<file path="src/current_loop_pressure_scaler_unit_assert.svh">
// Assertion macros shared by the current loop pressure scaler RTL.
`ifndef CURRENT_LOOP_PRESSURE_SCALER_UNIT_ASSERT_SVH
`define CURRENT_LOOP_PRESSURE_SCALER_UNIT_ASSERT_SVH

// Same-cycle implication, checked at every rising edge outside reset.
`define CLPSS_ASSERT_IMP(lbl, ck, rst_n, ante, cons, msg) \
	lbl: assert property (@(posedge ck) disable iff (!rst_n) (ante) |-> (cons)) \
		else $error(msg);

// Next-cycle implication, checked at every rising edge outside reset.
`define CLPSS_ASSERT_NXT(lbl, ck, rst_n, ante, cons, msg) \
	lbl: assert property (@(posedge ck) disable iff (!rst_n) (ante) |=> (cons)) \
		else $error(msg);

`endif

</file>
<file path="src/clpss_pkg.sv">
// Shared types and constants of the current loop pressure scaler.
`default_nettype none
package clpss_pkg;

	// Field widths.
	localparam int unsigned MV_W     = 16;
	localparam int unsigned SHUNT_W  = 20;
	localparam int unsigned FS_W     = 14;
	localparam int unsigned TOL_W    = 7;
	localparam int unsigned STAT_W   = 2;
	localparam int unsigned PRESS_W  = 30;
	localparam int unsigned UA_W     = 36;
	localparam int unsigned DIVN_W   = 38;
	localparam int unsigned CNT_W    = 6;

	// Loop and scaling constants.
	localparam int unsigned UA_MIN      = 4000;
	localparam int unsigned UA_MAX      = 20000;
	localparam int unsigned UA_SPAN     = UA_MAX - UA_MIN;
	localparam int unsigned MV_SCALE    = 1000000;
	localparam int unsigned PCT         = 100;
	localparam int unsigned LO_STEP     = UA_MIN / PCT;
	localparam int unsigned HI_STEP     = UA_MAX / PCT;
	// 68948/16000 reduced to 17237/4000; 4000 is split into 32 * 125.
	localparam int unsigned SCALE_NUM   = 17237;
	localparam int unsigned SCALE_SHIFT = 5;
	localparam int unsigned SCALE_DIV   = 125;
	localparam int unsigned ITERS_CUR   = UA_W;
	localparam int unsigned ITERS_PRS   = 31;

	// Register reset values.
	localparam logic [SHUNT_W-1:0] SHUNT_RST = 20'd250000;
	localparam logic [FS_W-1:0]    FS_RST    = 14'd100;
	localparam logic [TOL_W-1:0]   TOL_RST   = 7'd5;

	// Register indexes.
	localparam logic [1:0] REG_SHUNT = 2'd0;
	localparam logic [1:0] REG_FS    = 2'd1;
	localparam logic [1:0] REG_TOL   = 2'd2;

	// Result status codes.
	localparam logic [STAT_W-1:0] STATUS_OK    = 2'd0;
	localparam logic [STAT_W-1:0] STATUS_UNDER = 2'd1;
	localparam logic [STAT_W-1:0] STATUS_OVER  = 2'd2;

	typedef struct packed {
		logic [SHUNT_W-1:0] shunt_milliohm;
		logic [FS_W-1:0]    full_scale_psi;
		logic [TOL_W-1:0]   tolerance_pct;
	} cfg_t;

	typedef struct packed {
		logic               start;
		logic [CNT_W-1:0]   iters;
		logic [DIVN_W-1:0]  dividend;
		logic [SHUNT_W-1:0] rem_init;
		logic [SHUNT_W-1:0] divisor;
	} div_req_t;

	typedef struct packed {
		logic              busy;
		logic              last;
		logic [DIVN_W-1:0] quot;
	} div_rsp_t;

endpackage
`default_nettype wire

</file>
<file path="src/clpss_regs.sv">
// Configuration register file behind the APB-style port.
`default_nettype none
module clpss_regs (
	input  wire logic               clk,
	input  wire logic               arst_n,
	input  wire logic               psel,
	input  wire logic               penable,
	input  wire logic               pwrite,
	input  wire logic [3:0]         paddr,
	input  wire logic [31:0]        pwdata,
	output logic      [31:0]        prdata,
	output logic                    pready,
	output clpss_pkg::cfg_t         cfg
);
	import clpss_pkg::*;

	cfg_t cfg_q;
	logic wr_en;

	assign pready = 1'b1;
	assign wr_en  = psel & penable & pwrite & pready;
	assign cfg    = cfg_q;

	// Register writes, decoded on the word index.
	always_ff @(posedge clk or negedge arst_n) begin
		if (!arst_n) begin
			cfg_q.shunt_milliohm <= SHUNT_RST;
			cfg_q.full_scale_psi <= FS_RST;
			cfg_q.tolerance_pct  <= TOL_RST;
		end else if (wr_en) begin
			unique case (paddr[3:2])
				REG_SHUNT: cfg_q.shunt_milliohm <= pwdata[SHUNT_W-1:0];
				REG_FS:    cfg_q.full_scale_psi <= pwdata[FS_W-1:0];
				REG_TOL:   cfg_q.tolerance_pct  <= pwdata[TOL_W-1:0];
				default: begin
				end
			endcase
		end
	end

	// Read mux; unmapped words read as zero.
	always_comb begin
		unique case (paddr[3:2])
			REG_SHUNT: prdata = 32'(cfg_q.shunt_milliohm);
			REG_FS:    prdata = 32'(cfg_q.full_scale_psi);
			REG_TOL:   prdata = 32'(cfg_q.tolerance_pct);
			default:   prdata = 32'd0;
		endcase
	end
endmodule
`default_nettype wire

</file>
<file path="src/clpss_div.sv">
// Bit-serial restoring divider, one quotient bit per cycle.
`default_nettype none
module clpss_div (
	input  wire logic            clk,
	input  wire logic            arst_n,
	input  clpss_pkg::div_req_t  req,
	output clpss_pkg::div_rsp_t  rsp
);
	import clpss_pkg::*;

	logic [DIVN_W-1:0]  num_q;
	logic [SHUNT_W-1:0] rem_q;
	logic [SHUNT_W-1:0] dvs_q;
	logic [CNT_W-1:0]   cnt_q;
	logic               busy_q;
	logic [SHUNT_W+1:0] trial;
	logic               qbit;
	logic [SHUNT_W-1:0] rem_nxt;

	// One restoring step: bring in the next dividend bit and try to subtract.
	always_comb begin
		trial   = {1'b0, rem_q, num_q[DIVN_W-1]} - {2'b00, dvs_q};
		qbit    = ~trial[SHUNT_W+1];
		rem_nxt = qbit ? trial[SHUNT_W-1:0] : {rem_q[SHUNT_W-2:0], num_q[DIVN_W-1]};
	end

	// Control: iteration count and busy flag.
	always_ff @(posedge clk or negedge arst_n) begin
		if (!arst_n) begin
			busy_q <= 1'b0;
			cnt_q  <= '0;
		end else if (req.start) begin
			busy_q <= 1'b1;
			cnt_q  <= req.iters;
		end else if (busy_q) begin
			cnt_q <= cnt_q - CNT_W'(1);
			if (cnt_q == CNT_W'(1)) begin
				busy_q <= 1'b0;
			end
		end
	end

	// Datapath: the dividend shifts out at the top while quotient bits enter below.
	always_ff @(posedge clk) begin
		if (req.start) begin
			num_q <= req.dividend;
			rem_q <= req.rem_init;
			dvs_q <= req.divisor;
		end else if (busy_q) begin
			num_q <= {num_q[DIVN_W-2:0], qbit};
			rem_q <= rem_nxt;
		end
	end

	assign rsp.busy = busy_q;
	assign rsp.last = busy_q & (cnt_q == CNT_W'(1));
	assign rsp.quot = num_q;
endmodule
`default_nettype wire

</file>
<file path="src/current_loop_pressure_scaler_unit.sv">
// Top level of the current loop pressure scaler: sequencer, scaling and result register.
//
// Usage: each beat on the s_axis channel carries one shunt voltage in millivolts.
// The block turns it into loop current (mV * 1000000 / shunt) with a bit-serial
// divider, checks it against the fault limits set by tolerance_pct, and for a
// good reading clamps it to 4..20 mA and scales it to milli-hPa with a second
// serial divide. Each input beat gives exactly one m_axis beat: tuser holds the
// status, tdata the pressure (held from the last good reading on a fault).
// A good reading runs the current divide, the range check, the multiply, the
// pressure divide and the result step; a fault goes from the check straight to
// the result step. Only one item is in work at a time, and the sequencer takes
// the next beat in its idle state, so a new sample is not taken before the last
// one has left the sequencer; both divides share one divider.
// The finished result waits in the output register, so the next sample is taken
// while the receiver stalls; a second result waits in the sequencer until the
// output register frees up. Reset clears all control state, restores the register
// reset values and sets the held pressure to zero. The user must write configuration
// over the APB-style port only while no item is in work; the block does not enforce it.
`default_nettype none
module current_loop_pressure_scaler_unit (
	input  wire logic        clk,
	input  wire logic        arst_n,
	// Configuration port.
	input  wire logic        psel,
	input  wire logic        penable,
	input  wire logic        pwrite,
	input  wire logic [3:0]  paddr,
	input  wire logic [31:0] pwdata,
	output logic      [31:0] prdata,
	output logic             pready,
	// Input stream.
	input  wire logic        s_axis_tvalid,
	output logic             s_axis_tready,
	input  wire logic [15:0] s_axis_tdata,   // [15:0] sample_mv
	// Output stream.
	output logic             m_axis_tvalid,
	input  wire logic        m_axis_tready,
	output logic [31:0]      m_axis_tdata,   // [29:0] pressure_milli_hpa, [31:30] zero
	output logic [1:0]       m_axis_tuser    // [1:0] status
);
	import clpss_pkg::*;

	`include "current_loop_pressure_scaler_unit_assert.svh"

	typedef enum logic [5:0] {
		ST_IDLE  = 6'b000001,
		ST_DIV1  = 6'b000010,
		ST_CHECK = 6'b000100,
		ST_MUL   = 6'b001000,
		ST_DIV2  = 6'b010000,
		ST_FIN   = 6'b100000
	} state_t;

	state_t              state_q;
	state_t              state_nxt;
	cfg_t                cfg;
	div_req_t            div_req;
	div_rsp_t            div_rsp;

	logic                in_acc;
	logic                out_load;
	logic [UA_W-1:0]     num_w;
	logic [UA_W-1:0]     ua;
	logic [TOL_W-1:0]    pct_diff;
	logic [TOL_W:0]      pct_sum;
	logic [11:0]         lo_lim;
	logic [15:0]         hi_lim;
	logic [STAT_W-1:0]   status_w;
	logic [FS_W-1:0]     span_w;
	logic [42:0]         m2_w;
	logic [DIVN_W-1:0]   scaled_w;
	logic [PRESS_W:0]    p_raw;
	logic [PRESS_W-1:0]  p_sat;

	logic [STAT_W-1:0]   status_q;
	logic [27:0]         m1_q;
	logic [PRESS_W-1:0]  held_pressure_q;
	logic                out_valid_q;
	logic [STAT_W-1:0]   out_status_q;
	logic [PRESS_W-1:0]  out_press_q;

	clpss_regs u_regs (
		.clk     (clk),
		.arst_n  (arst_n),
		.psel    (psel),
		.penable (penable),
		.pwrite  (pwrite),
		.paddr   (paddr),
		.pwdata  (pwdata),
		.prdata  (prdata),
		.pready  (pready),
		.cfg     (cfg)
	);

	clpss_div u_div (
		.clk    (clk),
		.arst_n (arst_n),
		.req    (div_req),
		.rsp    (div_rsp)
	);

	assign s_axis_tready = (state_q == ST_IDLE);
	assign in_acc        = s_axis_tvalid & s_axis_tready;
	assign out_load      = (state_q == ST_FIN) & (~out_valid_q | m_axis_tready);

	// Numerator of the current divide: millivolts times one million.
	assign num_w = UA_W'(s_axis_tdata) * UA_W'(MV_SCALE);

	// Pressure path: span times full scale times 17237, then divide by 32 and by 125.
	assign m2_w     = 43'(m1_q) * 43'(SCALE_NUM);
	assign scaled_w = m2_w[42:SCALE_SHIFT];

	// Divider requests: current divide on input, pressure divide after the multiply.
	always_comb begin
		div_req.start = in_acc | (state_q == ST_MUL);
		if (state_q == ST_MUL) begin
			div_req.iters    = CNT_W'(ITERS_PRS);
			div_req.dividend = {scaled_w[ITERS_PRS-1:0], (DIVN_W - ITERS_PRS)'(0)};
			div_req.rem_init = SHUNT_W'(scaled_w[DIVN_W-1:ITERS_PRS]);
			div_req.divisor  = SHUNT_W'(SCALE_DIV);
		end else begin
			div_req.iters    = CNT_W'(ITERS_CUR);
			div_req.dividend = {num_w, (DIVN_W - UA_W)'(0)};
			div_req.rem_init = '0;
			div_req.divisor  = cfg.shunt_milliohm;
		end
	end

	// Fault limits, range check and clamped current span.
	always_comb begin
		ua       = div_rsp.quot[UA_W-1:0];
		pct_diff = TOL_W'(PCT) - cfg.tolerance_pct;
		pct_sum  = (TOL_W+1)'(PCT) + (TOL_W+1)'(cfg.tolerance_pct);
		lo_lim   = (cfg.tolerance_pct >= TOL_W'(PCT)) ? 12'd0
		         : 12'(pct_diff) * 12'(LO_STEP);
		hi_lim   = 16'(pct_sum) * 16'(HI_STEP);
		status_w = STATUS_OK;
		span_w   = '0;
		priority if (ua < UA_W'(lo_lim)) begin
			status_w = STATUS_UNDER;
		end else if (ua < UA_W'(UA_MIN)) begin
			span_w = '0;
		end else if (ua > UA_W'(hi_lim)) begin
			status_w = STATUS_OVER;
		end else if (ua > UA_W'(UA_MAX)) begin
			span_w = FS_W'(UA_SPAN);
		end else begin
			span_w = FS_W'(ua[14:0] - 15'(UA_MIN));
		end
	end

	// Pressure quotient, saturated to the field width.
	assign p_raw = div_rsp.quot[PRESS_W:0];
	assign p_sat = p_raw[PRESS_W] ? '1 : p_raw[PRESS_W-1:0];

	// Sequencer.
	always_comb begin
		state_nxt = state_q;
		unique case (state_q)
			ST_IDLE: begin
				if (in_acc) state_nxt = ST_DIV1;
			end
			ST_DIV1: begin
				if (div_rsp.last) state_nxt = ST_CHECK;
			end
			ST_CHECK: begin
				state_nxt = (status_w == STATUS_OK) ? ST_MUL : ST_FIN;
			end
			ST_MUL: begin
				state_nxt = ST_DIV2;
			end
			ST_DIV2: begin
				if (div_rsp.last) state_nxt = ST_FIN;
			end
			ST_FIN: begin
				if (out_load) state_nxt = ST_IDLE;
			end
			default: begin
				state_nxt = ST_IDLE;
			end
		endcase
	end

	always_ff @(posedge clk or negedge arst_n) begin
		if (!arst_n) begin
			state_q <= ST_IDLE;
		end else begin
			state_q <= state_nxt;
		end
	end

	// Status and first product, captured after the range check.
	always_ff @(posedge clk) begin
		if (state_q == ST_CHECK) begin
			status_q <= status_w;
			m1_q     <= 28'(span_w) * 28'(cfg.full_scale_psi);
		end
	end

	// Held pressure follows every good reading.
	always_ff @(posedge clk or negedge arst_n) begin
		if (!arst_n) begin
			held_pressure_q <= '0;
		end else if (out_load && status_q == STATUS_OK) begin
			held_pressure_q <= p_sat;
		end
	end

	// Output register: loads a finished result, frees when the beat is taken.
	always_ff @(posedge clk or negedge arst_n) begin
		if (!arst_n) begin
			out_valid_q <= 1'b0;
		end else if (out_load) begin
			out_valid_q <= 1'b1;
		end else if (m_axis_tready) begin
			out_valid_q <= 1'b0;
		end
	end

	always_ff @(posedge clk) begin
		if (out_load) begin
			out_status_q <= status_q;
			out_press_q  <= (status_q == STATUS_OK) ? p_sat : held_pressure_q;
		end
	end

	assign m_axis_tvalid = out_valid_q;
	assign m_axis_tuser  = out_status_q;
	assign m_axis_tdata  = 32'(out_press_q);

	// The divider starts on the cycle after an input beat is taken.
	`CLPSS_ASSERT_NXT(a_div_starts, clk, arst_n, in_acc, div_rsp.busy, "divider idle after input beat")
	// No division may be running while the sequencer is idle.
	`CLPSS_ASSERT_IMP(a_idle_div, clk, arst_n, state_q == ST_IDLE, !div_rsp.busy, "divider busy in idle")
	// A fault result leaves the held pressure untouched.
	`CLPSS_ASSERT_NXT(a_fault_hold, clk, arst_n, out_load && status_q != STATUS_OK, $stable(held_pressure_q), "held pressure changed on fault")
	// Only defined status codes are presented.
	`CLPSS_ASSERT_IMP(a_status_code, clk, arst_n, m_axis_tvalid, m_axis_tuser == STATUS_OK || m_axis_tuser == STATUS_UNDER || m_axis_tuser == STATUS_OVER, "undefined status code")
endmodule
`default_nettype wire
</file>
<file path="config.mk">
export PLATFORM = sky130hd
export DESIGN_NAME = current_loop_pressure_scaler_unit
export DESIGN_NICKNAME = d
export VERILOG_FILES = /design/src/clpss_pkg.sv /design/src/clpss_regs.sv /design/src/clpss_div.sv /design/src/current_loop_pressure_scaler_unit.sv
export VERILOG_INCLUDE_DIRS = /design/src /design/src/src
export SDC_FILE = /design/constraint.sdc
export NUM_CORES = 2
export LEC_CHECK = 0
export BUFFER_PORTS_ARGS = -buffer_cell sky130_fd_sc_hd__buf_2
export CORE_ASPECT_RATIO = 1.2
export CORE_MARGIN = 4
export CORE_UTILIZATION = 58
export CTS_CLUSTER_SIZE = 24
export DETAILED_ROUTE_END_ITERATION = 12
export PLACE_DENSITY = 0.9
export SLEW_MARGIN = 0
export SYNTH_ARGS = -nofsm -noshare
export SYNTH_HDL_FRONTEND = slang
export SYNTH_SLANG_ARGS = --single-unit
</file>
<file path="constraint.sdc">
create_clock -name clk -period 10.6 [get_ports clk]
set_clock_uncertainty 0.15 [all_clocks]
set_input_delay 2.65 -clock clk [delete_from_list [all_inputs] [get_ports clk]]
set_output_delay 2.65 -clock clk [all_outputs]
set_load 0.02 [all_outputs]
</file>
; ---- Word-level counts from Yosys, hierarchy flattened
; Index checks and enable logic that the tools add are counted.
[word_totals]
reg_bits = 225
input_bits = 59
output_inout_bits = 69
word_cells = 92
[op_classes]
addsub = 5
multipliers = 5
n_lt_le_gt_ge = 5
eq_ne = 13
muxes = 30
bitwise = 9
n_reduce_logical = 10
[op_table]
columns = cell, count
row1 = two-way mux 84 bit, 1
row2 = two-way mux 38 bit, 2
row3 = two-way mux 20 bit, 3
row4 = two-way mux 30 bit, 2
row5 = case mux 20 bit (3 select lines), 1
row6 = two-way mux 14 bit, 4
row7 = "multiplier 28 x 15 -> 43 bit, second input constant", 1
row8 = two-way mux 6 bit, 7
row9 = "greater-than comparator 36 x 15 -> 1 bit, second input constant", 1
row10 = greater-than comparator 36 x 16 -> 1 bit, 1
row11 = less-than comparator 36 x 12 -> 1 bit, 1
row12 = "less-than comparator 36 x 12 -> 1 bit, second input constant", 1
row13 = case mux 6 bit (6 select lines), 1
row14 = "multiplier 16 x 14 -> 30 bit, second input constant", 1
row15 = multiplier 14 x 14 -> 28 bit, 1
row16 = subtractor 21 x 20 -> 22 bit, 1
row17 = "subtractor 14 x 12 -> 14 bit, second input constant", 1
row18 = "multiplier 8 x 5 -> 13 bit, second input constant", 1
row19 = "== test 6 x 1 -> 1 bit, second input constant", 2
row20 = two-way mux 12 bit, 1
row21 = "multiplier 7 x 3 -> 9 bit, second input constant", 1
row22 = "adder 7 x 7 -> 8 bit, first input constant", 1
row23 = "greater-or-equal comparator 7 bit, second input constant", 1
row24 = "subtractor 7 bit, first input constant", 1
row25 = other kinds (20), 39

; ---- Longest topological paths before layout
[depth]
word_depth = 9
ltp_mapped = 48
depth_no_buf = 46

; ---- Cells and area by module
; Synthesis repeated with hierarchy kept, for this count alone.
[hier_totals]
hier_cells = 2936
area_unflattened_um2 = 29757.3
[modules_own_cells]
columns = module, instances, cells_each, area_each_um2, seq_area_each_um2
row1 = current_loop_pressure_scaler_unit, 1, 2391, 23033.3, 2788.9
row2 = clpss_div, 1, 394, 4737.0, 2517.4
row3 = clpss_regs, 1, 151, 1986.9, 1041.0

; ---- Worst setup path before layout
; OpenSTA, ideal clock, no wires.
[synth_path]
path_kind = reg2reg
start = register u_regs.cfg_q, in the netlist u_regs.cfg[2]
end = register m1_q[23] (data pin)
setup_ns = 0.259
arrival_ns = 10.280
required_ns = 10.191
setup_slack_ns = -0.089
path_stages_with_launch = 46
path_buffers = 2
synth_period_minus_slack_ns = 10.689
cell_sequence = dfstp_2 > inv_2 > ha_1 > ha_1 > ha_1 > inv_1 > fa_1 > inv_1 > ha_1 > inv_1 > o21ai_0 > and2_1 > o21ai_0 > nand2b_1 > a21o_1 > a21oi_1 > xor2_1 > ha_1 > [... 10 more ...] > inv_1 > fa_1 > fa_1 > inv_1 > fa_1 > fa_1 > inv_1 > fa_1 > ha_1 > a21o_1 > a21oi_1 > or3b_1 > a31oi_2 > nor4_1 > or3_1 > a31o_1 > a21oi_2 > xnor2_1
[synth_via]
elab_chain_len = 7
word_cells_on_any_way = 12
cone_classes = add/sub (2) / mul (3) / order compare (3) / mux (4)
[synth_lines]
columns = element, line
row1 = "start, declared", clpss_regs.sv:17  ; cfg_t cfg_q;
row2 = adder 7 x 7 -> 8 bit, current_loop_pressure_scaler_unit.sv:133  ; pct_sum = (TOL_W+1)'(PCT) + (TOL_W+1)'(cfg.tolerance_pct);
row3 = multiplier 8 x 5 -> 13 bit, current_loop_pressure_scaler_unit.sv:136  ; hi_lim = 16'(pct_sum) * 16'(HI_STEP);
row4 = greater-than comparator 36 x 16 -> 1 bit, current_loop_pressure_scaler_unit.sv:143  ; end else if (ua > UA_W'(hi_lim)) begin
row5 = two-way mux 14 bit, current_loop_pressure_scaler_unit.sv:143
row6 = two-way mux 14 bit, current_loop_pressure_scaler_unit.sv:141  ; end else if (ua < UA_W'(UA_MIN)) begin
row7 = two-way mux 14 bit (*), current_loop_pressure_scaler_unit.sv:139  ; priority if (ua < UA_W'(lo_lim)) begin
row8 = multiplier 14 x 14 -> 28 bit (*), current_loop_pressure_scaler_unit.sv:196  ; m1_q <= 28'(span_w) * 28'(cfg.full_scale_psi);
row9 = "end signal, assigned", current_loop_pressure_scaler_unit.sv:196
row10 = "end, declared", current_loop_pressure_scaler_unit.sv:76  ; logic [27:0] m1_q;
; Every way passes the cells marked *; elsewhere a longest branch is shown, timed or not.
; A chain may end at the register's enable or synchronous reset.

; ---- Worst setup path in the final report
; Same ends and word-level chain as after synthesis.

==> flow_summary.toml <==
[cells_and_area]
fin_nets = 3817
layout-drive-gt1-share_pct = 14.2
fillers = 3242
fin_area_um2 = 31800
syn2layout_area_growth_pct = 10.6
area.sequential_um2 = 6350
multi_input_area_um2 = 21100

[floorplan]
num_rows = 89
die_width_um = 211
die_area_um2 = 53200
core_um2 = 49100
pin_count = 128
start_util_pct = 58.5
dieHeight_um = 252

[placement]
hpwl_um = 57000
port_buffers = 98
place.gp.congestion = 0.923
placed_area_um2 = 30200

[worst_setup_path]
crit_arrival_ns = 11.37
critPathLaunchType = "flip-flop"
cpMostUsedCell = "inv_1"
crit_fanout = 6
cpPeakStageDelay_ns = 0.59
cp_slowest_cell = "dfstp_2"
critPathRequiredTime_ns = 10.79
crit_path_end_kind = "flip-flop"
crit_type = "flip-flop to flip-flop"

[pwr]
vdd.ir_drop.worst_mv = 0.216
power.leakage_uw = 0.0167
pwr_density_cell_nw_per_um2 = 197

[timing]
period_share_pct = 106
fmax_mhz = 89.4
rsz0062_at_grt = "yes"
finalHoldViolCount = 0
finalSetupTns_ns = -4.62
maxSlewHeadroom_pct = 2.71
tightest_slew_ns = 1.46
setup_viol = 13
fin_ws_ns = -0.584
slew_viol_final = 0
min_period_ns = 11.18

[drt]
first_iter_violations = 2963
dr_wl_met3_um = 8920
drtAntennaViolNets = 0
wl_met2_um = 41000
post-route-drc-count = 0
wl_met1_um = 28200
drt_wl_total_um = 87200
wl_per_cell_um = 24.0
first_pass_iters = 10
highest_layer = "met5"
vias = 23900
vias_per_cell = 6.57

[yosys]
synth.avg_cell_area_um2 = 10.1
yosys.cell_types.count = 83
synth_flop_cell = "edfxtp_1"
synthCells = 2834
yosys.area.top_type = "fa_1"
yosysSeqAreaShare_pct = 22.1
syn-cell-area_um2 = 28700
yosysTopAreaCellShare_pct = 22.1
yosys_warnings = 0
yosysMostFrequentCell = "ha_1"
synth-edff-count = 140
ys_ff_latch = 225
async_flop_share_pct = 37.8
synthTopCellsByArea = "fa_1 (22%), ha_1 (20%), edfxtp_1 (15%)"
synth_top_cells_by_count = "ha_1 (464), inv_1 (325), fa_1 (317)"

[outcome]
violations = "negative setup slack"
status = "complete, but fails checks"

[min_path]
hold_class = "flip-flop to flip-flop"

[grt]
overflow = 0
track_usage_pct = 28.3
grt_pass1_wl_um = 123000
grt_max_degree = 62
antenna_found_initial = 4
first_global_vias = 24100

[clock_network]
clkLatencyLatePin_ns = 0.59
cts_inserted_buffers = 26
path_clk_slew_ns = 0.06
clock_sinks = 225
cts_buffer_depth = 3
ctsHoldBuffers = 0
tritoncts = "built"
root_buffer = "clkbuf_16"
htreeDepth = 1

[flow_run]
maxCapViolCount = 0
==> sequential cells by signal (all words and copies together) (netlist names) <==
| signal | count |
|---|---|
| held_pressure_q | 30 |
| u_div.rem_q | 20 |
| u_regs.cfg | 41 |
| u_div.busy_q | 1 |
| u_div.dvs_q | 20 |
| m1_q | 28 |
| state_q | 6 |
| u_div.num_q | 38 |
| m_axis_tuser | 2 |
| u_div.cnt_q | 6 |
| out_press_q | 30 |
| m_axis_tvalid | 1 |
| status_q | 2 |
==> power by group <==
group	internal, uW	switching, uW
logic	1630	2220
registers	1210	296
clock network	494	410
==> logic make-up after synthesis <==
kind of cell,count (synthesis),synth area share (%)
AOI/OAI and AO/OA,494,10.9
xor gates and xnor gates,132,4.02
adders and majority gates,781,42.3
buffers and inverters,437,6.19
DFF,225,22.1
muxes,65,2.43
other,2,0.0261
and+or+nand+nor,698,12.0
==> cell type report <==
cell class	instances	share of cell area, %
repair buffers	212	4.47
flip-flops and latches	225	20.0
clock buffers	36	2.33
multi-input cells	2185	66.5
well taps	637	2.51
diodes	4	0.0315
inverters	327	3.86
clock inverters	12	0.276
==> cell usage in the layout, fill, tap and decap left out, types with 97 or more instances in the layout <==
cell type / count
buf_2: 97
inv_1: 315
fa_1: 311
buf_4: 99
a21oi_1: 109
nand2_1: 254
o21ai_0: 140
ha_1: 451
and2_1: 122
nor2_1: 124
edfxtp_1: 140
==> worst max-delay path: cells and delay by family, from the launching register on <==
family / cells / cell delay (ns)
adders and majority gates: 12 / 4.51
and+or+nand+nor: 9 / 2.08
DFF: 1 / 0.59
buffers and inverters: 8 / 0.98
xor gates and xnor gates: 3 / 0.29
AOI/OAI and AO/OA: 13 / 2.32
==> worst paths after layout <==
kind | to | startpoint | slack [ns] | cells after the start
max in group asynchronous | u_regs.cfg[3]$_DFFE_PN0P_ | arst_n | 7.35 | 2
setup / recovery | m1_q[23]$_DFFE_PN_ | u_regs.cfg[2]$_DFFE_PN1P_ | -0.58 | 45
hold reg to reg | held_pressure_q[17]$_DFFE_PN0P_ | held_pressure_q[17]$_DFFE_PN0P_ | 0.33 | 2
setup reg to reg | m1_q[23]$_DFFE_PN_ | u_regs.cfg[2]$_DFFE_PN1P_ | -0.58 | 45
min in group asynchronous | state_q[3]$_DFFE_PN0P_ | arst_n | 1.89 | 1
hold / removal | held_pressure_q[17]$_DFFE_PN0P_ | held_pressure_q[17]$_DFFE_PN0P_ | 0.33 | 2
==> timing repair <==
item,in CTS,in global routing
buffers inserted,15,20
gates resized for setup,30,81
hold endpoints to repair,0,0
pin swaps,33,73
setup endpoints to repair,12,14
cloned,1,0
==> per-layer routing <==
layer | up-vias | track usage, %
met5 | - | 0
met4 | 2 | 16.8
met3 | 760 | 5.12
met2 | 1880 | 48.2
met1 | 11300 | 33.5
li1 | 9921 | -
==> through the flow <==
step / std cells / power [uW] / worst slack [ns] / hold WS [ns] / utilization [%]
after CTS: 3614 / 5790 / 0.00334 / 0.310 / 63.6
after global routing: 3635 / 6600 / -0.694 / 0.376 / 64.7
after detailed placement: 3550 / 4770 / -0.492 / 0.308 / 61.4
after global placement: 3550 / 4580 / -0.204 / 0.311 / 61.4
after floorplan: 2847 / 3860 / 0.00333 / 0.267 / -
final: 3638 / 6260 / -0.584 / 0.332 / 64.7
Note: power is estimated with default switching activity, not from simulation.
